===== src/sv/fce_pkg.sv =====
`timescale 1ns / 1ps
// ----------------------------------------------------------------------------
// fce_pkg
// shared types, codes and constants of the chain engine
// ----------------------------------------------------------------------------
package fce_pkg;

  localparam int TABLE_ENTRIES_DEF = 8192;
  localparam int IDX_BITS = 16;
  localparam int CFG_BITS = 14;
  localparam int HOP_BITS = 13;
  localparam int REQ_BITS = 3;
  localparam int STS_BITS = 2;

  localparam logic [IDX_BITS-1:0] END_OF_CHAIN = 16'hFFFF;
  localparam logic [IDX_BITS-1:0] FREE_ENTRY = 16'h0000;
  localparam logic [CFG_BITS-1:0] DBC_RESET = 14'd8192;

  typedef enum logic [REQ_BITS-1:0] {
    REQ_LOAD   = 3'd0,
    REQ_READ   = 3'd1,
    REQ_WALK   = 3'd2,
    REQ_FREE   = 3'd3,
    REQ_APPEND = 3'd4,
    REQ_COUNT  = 3'd5
  } req_code_t;

  typedef enum logic [STS_BITS-1:0] {
    STS_OK        = 2'd0,
    STS_NO_FREE   = 2'd1,
    STS_RANGE     = 2'd2,
    STS_CHAIN_END = 2'd3
  } status_t;

  typedef enum logic [3:0] {
    ST_IDLE,
    ST_DECODE,
    ST_READ_WAIT,
    ST_WALK_CHK,
    ST_WALK_WAIT,
    ST_FREE_CHK,
    ST_FREE_WAIT,
    ST_SCAN,
    ST_APPEND_TAIL,
    ST_APPEND_NEW,
    ST_DONE
  } state_t;

  typedef enum logic [2:0] {
    MEM_NONE,
    MEM_RD_CUR,
    MEM_WR_LOAD,
    MEM_WR_ZERO,
    MEM_WR_TAIL,
    MEM_WR_EOC
  } mem_op_t;

  typedef enum logic [2:0] {
    SEL_ZERO,
    SEL_CUR,
    SEL_EOC,
    SEL_FOUND,
    SEL_READ,
    SEL_COUNT
  } res_sel_t;

  typedef struct packed {
    logic     accept;
    mem_op_t  mem_op;
    logic     advance;
    logic     scan_run;
    logic     found_ld;
    logic     res_we;
    status_t  res_status;
    res_sel_t res_sel;
    logic     out_load;
  } dp_cmd_t;

  typedef struct packed {
    logic [REQ_BITS-1:0] op;
    logic                in_range;
    logic                cur_eoc;
    logic                cur_ge_n;
    logic                hops_zero;
    logic                iter_eq_n;
    logic                scan_hit;
    logic                scan_done;
  } dp_sts_t;

endpackage


===== src/sv/fce_ctrl.sv =====
`timescale 1ns / 1ps
// ----------------------------------------------------------------------------
// fce_ctrl
// request sequencer: decodes a request and steps the datapath through it
// ----------------------------------------------------------------------------
module fce_ctrl (
  input  logic             clk,
  input  logic             rst,
  input  logic             in_valid,
  output logic             in_ready,
  output logic             out_valid,
  input  logic             out_ready,
  input  fce_pkg::dp_sts_t sts,
  output fce_pkg::dp_cmd_t cmd
);

  fce_pkg::state_t state;
  fce_pkg::state_t state_next;
  logic            out_valid_next;

  always_ff @(posedge clk) begin
    if (rst) begin
      state     <= fce_pkg::ST_IDLE;
      out_valid <= 1'b0;
    end else begin
      state     <= state_next;
      out_valid <= out_valid_next;
    end
  end

  always_comb begin
    state_next = state;
    cmd        = '0;
    in_ready   = 1'b0;
    case (state)
      fce_pkg::ST_IDLE: begin
        in_ready = 1'b1;
        if (in_valid) begin
          cmd.accept = 1'b1;
          state_next = fce_pkg::ST_DECODE;
        end
      end
      fce_pkg::ST_DECODE: begin
        case (sts.op)
          fce_pkg::REQ_LOAD: begin
            cmd.res_we  = 1'b1;
            cmd.res_sel = fce_pkg::SEL_ZERO;
            if (sts.in_range) begin
              cmd.mem_op     = fce_pkg::MEM_WR_LOAD;
              cmd.res_status = fce_pkg::STS_OK;
            end else begin
              cmd.res_status = fce_pkg::STS_RANGE;
            end
            state_next = fce_pkg::ST_DONE;
          end
          fce_pkg::REQ_READ: begin
            if (sts.in_range) begin
              cmd.mem_op = fce_pkg::MEM_RD_CUR;
              state_next = fce_pkg::ST_READ_WAIT;
            end else begin
              cmd.res_we     = 1'b1;
              cmd.res_status = fce_pkg::STS_RANGE;
              cmd.res_sel    = fce_pkg::SEL_ZERO;
              state_next     = fce_pkg::ST_DONE;
            end
          end
          fce_pkg::REQ_WALK: state_next = fce_pkg::ST_WALK_CHK;
          fce_pkg::REQ_FREE: state_next = fce_pkg::ST_FREE_CHK;
          fce_pkg::REQ_APPEND: begin
            if (!sts.cur_eoc && sts.cur_ge_n) begin
              cmd.res_we     = 1'b1;
              cmd.res_status = fce_pkg::STS_RANGE;
              cmd.res_sel    = fce_pkg::SEL_EOC;
              state_next     = fce_pkg::ST_DONE;
            end else begin
              state_next = fce_pkg::ST_SCAN;
            end
          end
          fce_pkg::REQ_COUNT: state_next = fce_pkg::ST_SCAN;
          default: begin
            cmd.res_we     = 1'b1;
            cmd.res_status = fce_pkg::STS_OK;
            cmd.res_sel    = fce_pkg::SEL_ZERO;
            state_next     = fce_pkg::ST_DONE;
          end
        endcase
      end
      fce_pkg::ST_READ_WAIT: begin
        cmd.res_we     = 1'b1;
        cmd.res_status = fce_pkg::STS_OK;
        cmd.res_sel    = fce_pkg::SEL_READ;
        state_next     = fce_pkg::ST_DONE;
      end
      fce_pkg::ST_WALK_CHK: begin
        if (sts.hops_zero || sts.cur_eoc || sts.cur_ge_n) begin
          cmd.res_we  = 1'b1;
          cmd.res_sel = fce_pkg::SEL_CUR;
          if (sts.hops_zero) cmd.res_status = fce_pkg::STS_OK;
          else if (sts.cur_eoc) cmd.res_status = fce_pkg::STS_CHAIN_END;
          else cmd.res_status = fce_pkg::STS_RANGE;
          state_next = fce_pkg::ST_DONE;
        end else begin
          cmd.mem_op = fce_pkg::MEM_RD_CUR;
          state_next = fce_pkg::ST_WALK_WAIT;
        end
      end
      fce_pkg::ST_WALK_WAIT: begin
        cmd.advance = 1'b1;
        state_next  = fce_pkg::ST_WALK_CHK;
      end
      fce_pkg::ST_FREE_CHK: begin
        if (sts.cur_eoc || sts.cur_ge_n || sts.iter_eq_n) begin
          cmd.res_we  = 1'b1;
          cmd.res_sel = fce_pkg::SEL_CUR;
          if (sts.cur_eoc) cmd.res_status = fce_pkg::STS_OK;
          else if (sts.cur_ge_n) cmd.res_status = fce_pkg::STS_RANGE;
          else cmd.res_status = fce_pkg::STS_CHAIN_END;
          state_next = fce_pkg::ST_DONE;
        end else begin
          cmd.mem_op = fce_pkg::MEM_RD_CUR;
          state_next = fce_pkg::ST_FREE_WAIT;
        end
      end
      fce_pkg::ST_FREE_WAIT: begin
        cmd.mem_op  = fce_pkg::MEM_WR_ZERO;
        cmd.advance = 1'b1;
        state_next  = fce_pkg::ST_FREE_CHK;
      end
      fce_pkg::ST_SCAN: begin
        cmd.scan_run = 1'b1;
        if (sts.op == fce_pkg::REQ_APPEND && sts.scan_hit) begin
          cmd.found_ld = 1'b1;
          state_next   = fce_pkg::ST_APPEND_TAIL;
        end else if (sts.scan_done) begin
          cmd.res_we = 1'b1;
          if (sts.op == fce_pkg::REQ_APPEND) begin
            cmd.res_status = fce_pkg::STS_NO_FREE;
            cmd.res_sel    = fce_pkg::SEL_EOC;
          end else begin
            cmd.res_status = fce_pkg::STS_OK;
            cmd.res_sel    = fce_pkg::SEL_COUNT;
          end
          state_next = fce_pkg::ST_DONE;
        end
      end
      fce_pkg::ST_APPEND_TAIL: begin
        if (!sts.cur_eoc) cmd.mem_op = fce_pkg::MEM_WR_TAIL;
        state_next = fce_pkg::ST_APPEND_NEW;
      end
      fce_pkg::ST_APPEND_NEW: begin
        cmd.mem_op     = fce_pkg::MEM_WR_EOC;
        cmd.res_we     = 1'b1;
        cmd.res_status = fce_pkg::STS_OK;
        cmd.res_sel    = fce_pkg::SEL_FOUND;
        state_next     = fce_pkg::ST_DONE;
      end
      fce_pkg::ST_DONE: begin
        if (!out_valid || out_ready) begin
          cmd.out_load = 1'b1;
          state_next   = fce_pkg::ST_IDLE;
        end
      end
      default: state_next = fce_pkg::ST_IDLE;
    endcase
  end

  always_comb begin
    if (cmd.out_load) out_valid_next = 1'b1;
    else if (out_ready) out_valid_next = 1'b0;
    else out_valid_next = out_valid;
  end

endmodule


===== config.mk =====
export PLATFORM = sky130hd
export DESIGN_NAME = fce_ctrl
export DESIGN_NICKNAME = d
export VERILOG_FILES = /design/src/sv/fce_pkg.sv /design/src/sv/fce_ctrl.sv
export SDC_FILE = /design/constraint.sdc
export NUM_CORES = 1
export LEC_CHECK = 0
export BUFFER_PORTS_ARGS = -buffer_cell sky130_fd_sc_hd__buf_2
export CAP_MARGIN = 10
export CORE_AREA = 3 3 45 47
export DETAILED_ROUTE_END_ITERATION = 6
export DIE_AREA = 0 0 48 50
export MAX_ROUTING_LAYER = met4
export PLACE_DENSITY_LB_ADDON = 0.25
export SLEW_MARGIN = 40
export SYNTH_ARGS = -nofsm -noshare
export SYNTH_HDL_FRONTEND = slang
export SYNTH_SLANG_ARGS = --single-unit
export TNS_END_PERCENT = 20

===== constraint.sdc =====
create_clock -name clk -period 3.72 [get_ports clk]
set_input_delay 0.558 -clock clk [delete_from_list [all_inputs] [get_ports clk]]
set_output_delay 0.558 -clock clk [all_outputs]
set_load 0.03 [all_outputs]

* Yosys cells after proc, flatten, opt, wreduce, memory -nomap -nowiden
Cells that the tools add are included.
Storage, ports and cells: flip-flop bits (word level) 5, input bits 14, logic and storage cells 77
Operators by class: equal/unequal tests 18, mux-type cells 41, reductions and logical operators 16
Operators with widths (count):
- $pmux 4 s10 | 1
- $mux 4 | 9
- $mux 6 | 6
- $pmux 6 s6 | 1
- $pmux 6 s4 | 1
- $pmux 4 s5 | 1
- $pmux 3 s6 | 1
- $eq 4x3->1 const B | 4
- $mux 1 | 14
- $eq 4x4->1 const B | 3
- $mux 2 | 5
- $eq 4x2->1 const B | 2
- $eq 3x2->1 const B | 2
- $eq 3x3->1 const B | 2
- $logic_or 1x1->1 | 5
- $eq 4x1->1 const B | 1
- $logic_not 4->1 | 1
- $ne 2x2->1 const B | 2
- $pmux 2 s2 | 1
- $reduce_or 2->1 | 2
- $eq 3x1->1 const B | 1
- $logic_not 3->1 | 1
- $mux 3 | 1
- $ne 3x3->1 const B | 1
- other kinds (5) | 7

* Logic depth before layout (Yosys ltp)
word-level depth 5, mapped depth 7, gate-level depth less buffers 6

* Worst setup path before layout
No wires, ideal clock.
path type register to output, from register state[1], to output port cmd[13] (netlist name), data arrival time 2.030 ns, required time 3.162 ns, slack 1.132 ns, cell stages (with the launch flop) 4, path buffers 1, cells stage by stage dfxtp_1 -> buf_2 -> nor4_1 -> and2_1
RTL lines:
- start: declaration | RTL line fce_ctrl.sv:17 | fce_pkg::state_t state;
- start signal: assignment | RTL line fce_ctrl.sv:23 | state <= fce_pkg::ST_IDLE;
- start signal: assignment | RTL line fce_ctrl.sv:26 | state <= state_next;
- end: declaration | RTL line fce_ctrl.sv:14 | output fce_pkg::dp_cmd_t cmd

==> results_dict.tcl <==
set metrics [dict create \
    fin_crit_sh_pct 71.32 \
    rsz0062_at_grt "false" \
    yosysSeqAreaShare_pct 11.58 \
    overflow 0 \
    cts_root_buffer "clkbuf_4" \
    arrival_ps 2090 \
    stdcell_count 160 \
    min_path_type "flip-flop to flip-flop" \
    cts_max_level 1 \
    drc_errors 0 \
    cts.sinks 5 \
    min_from "out_valid$_SDFFE_PP0P_" \
    dpl.hpwl_um 1836 \
    fin_tns_setup_ps 0 \
    die_y_um 50 \
    synth_flop_cell "dfxtp_1" \
    dp_slack_ps 1343 \
    fin_skew_ps 4.101 \
    synth_area_um2 864.6 \
    grtUsageTotal_pct 21.30 \
    pin_count 30 \
    cp.buffers_inverters 1 \
    dp_cells 156 \
    ys_seq_elements 5 \
    grt_pass1_wl_um 3829 \
    vdd_drop_max_mv 0.2774 \
    worstPathCellList "and4b_1, nand2_1, or3_1, o311ai_1, buf_2" \
    routabilityCongestion 0.9300 \
    cts_buffer_depth 2 \
    portBuffers 29 \
    layout_setup_ws_ps 1067 \
    yosys_warnings 0 \
    cpMaxStageDelayCell "dfxtp_1" \
    initial_core_util_pct 51.19 \
    power_density_nw_per_um2 456.8 \
    antenna_left 0 \
    syn_avg_cell_area_um2 7.327 \
    finalHoldViolations 0 \
    numCtsBuffers 3 \
    leakagePower_nw 0.4403 \
    status "completed" \
    synthArstFlopShare_pct 0 \
    slew_violations 0 \
    first_pass_iters 4 \
    post_drt_wl_per_cell_um 14.69 \
    finalSetupViolCount 0 \
    ctsHoldBuffers 0 \
    slew-limit-headroom_pct 60.51 \
    fin_crit_ps 2653 \
    rows 15 \
    grt_pass1_vias 906 \
    end_kind "output pin" \
    synth_edf_count 0 \
    tightest_slew_ps 591.5 \
    crit_start "state[1]$_SDFFE_PP0P_" \
    die_w_um 48 \
    insertion_delay_ps 240 \
    core_area_um2 1689 \
    crit_type "flip-flop to output pin" \
    synth.distinct_cells 48 \
    post_cts.repair.setup_buffers 0 \
    clk_pin_slew_ps 40 \
    wl_um 2351 \
    grt_max_degree 18 \
    ctsResizeCount 0 \
    vias 1020 \
    start_kind "flip-flop" \
    max_clock_freq_ghz 0.3769 \
    antenna_found_initial 0 \
    first_iter_violations 66 \
    path_delay_family "simple AND/OR/NAND/NOR gates" \
    die_area_um2 2400 \
    synthToLayoutAreaGrowth_pct 16.79 \
    cpPeakStageDelay_ps 690 \
    fin_nets 162 \
    drive_gt1_share_pct 27.97 \
    syn_inst 118 \
    synth_fp_nets 136 \
    maxCapViolations 0 \
    cts_tree "built" \
    rr_startpoint "state[1]$_SDFFE_PP0P_" \
    via_per_inst 6.375 \
    n_antenna_cell 0 \
    required_ps 3160 \
    fillCellCount 185 \
    worstPathMaxFanout 17 \
]
## worst paths after layout
kind | cells after the start | slack [ps] | to
setup / recovery | 5 | 1070 | cmd[4]
hold / removal | 2 | 560 | out_valid$_SDFFE_PP0P_
setup reg to reg | 4 | 2020 | state[3]$_SDFFE_PP0P_
hold reg to reg | 2 | 560 | out_valid$_SDFFE_PP0P_
## sequential cells by signal, summed over array words and instances, names as in the netlist
name	cells
out_valid	1
state	4
## layout make-up
class | count | area (um2) | share of cell area [%]
flip-flops and latches | 5 | 100.1 | 9.913
inverters | 6 | 22.52 | 2.230
clock buffers | 4 | 26.28 | 2.602
repair buffers | 29 | 145.1 | 14.37
multi-input cells | 99 | 694.4 | 68.77
well taps | 17 | 21.27 | 2.107
## cells in the final DEF (no fill, tap or decap), types with 2 or more instances in the layout
cell | Yosys | routed
nand3b_1 | 2 | 2
o31ai_1 | 2 | 2
ha_1 | 4 | 4
a2bb2oi_1 | 2 | 2
inv_2 | 2 | 2
nor2_1 | 7 | 7
nor3_1 | 11 | 11
nand4_1 | 2 | 2
nor3b_1 | 2 | 2
a31oi_1 | 4 | 4
nor2b_1 | 5 | 5
clkbuf_4 | 0 | 3
o21ai_1 | 3 | 3
nand2_1 | 6 | 6
mux2i_1 | 2 | 2
dfxtp_1 | 5 | 5
nand2b_1 | 5 | 5
nand3_1 | 3 | 3
nor4_1 | 2 | 2
buf_2 | 5 | 29
or3_1 | 3 | 3
nand4bb_1 | 3 | 3
o21ai_0 | 2 | 2
a21oi_1 | 7 | 7
inv_1 | 4 | 4
o22ai_1 | 2 | 2
## cells in the mapped netlist, types with 2 or more instances
cell	n	share of area, %
nand3b_1	2	1.7
a2bb2oi_1	2	2.0
ha_1	4	5.8
o21ai_1	3	1.7
o22ai_1	2	1.4
nor2_1	7	3.0
dfxtp_1	5	12
nand4_1	2	1.4
nand4bb_1	3	3.9
or3_1	3	2.2
buf_2	5	2.9
o31ai_1	2	1.7
nor3_1	11	6.4
nand2_1	6	2.6
nor4_1	2	1.4
a31oi_1	4	2.9
nor2b_1	5	3.6
a21oi_1	7	4.1
mux2i_1	2	2.3
inv_2	2	0.87
nand2b_1	5	3.6
o21ai_0	2	1.2
nand3_1	3	1.7
inv_1	4	1.7
nor3b_1	2	1.7
## report_power, final
part	switching, mW	internal [mW]	total (mW)
combinational	0.172	0.109	0.281
clock	0.0212	0.0405	0.0617
sequential	0.0527	0.0661	0.119
## layer usage
metal	routed length, um	track usage [%]	vias up
met5	0	-	-
met1	1037	28.14	476
met2	1184	34.36	42
met3	129	4.380	0
li1	-	-	502
met4	0	1.345	0
## stage by stage
step	total power, mW	area [um2]	hold WS, ps	util (%)
finish	0.4612	1010	557.3	59.78
global route	0.4990	1010	555.8	59.78
CTS	0.4650	1010	543.2	59.78
detailed placement	0.3981	983.4	552.7	58.22
global placement	0.3950	983.4	542.5	58.22
floorplan	0.3286	864.6	625.9	-
## cells by family (layout without fill, tap and decap cells)
family,count (synthesis),count (layout),synth area share (%)
AO/OA/AOI/OAI,34,34,28.51
XOR/XNOR,1,1,1.013
adder cells (fa/ha/maj),4,4,5.789
buffers and inverters,14,39,8.103
flip-flops,5,5,11.58
multiplexers,2,2,2.316
AND/OR/NAND/NOR,58,58,42.69
## tightest hold or removal path, cell delays in order, from the launching register on
cell and delay [ps]:
dfxtp_1 310, nand2b_1 120, a21oi_1 70
(Power assumes the default switching activity.)
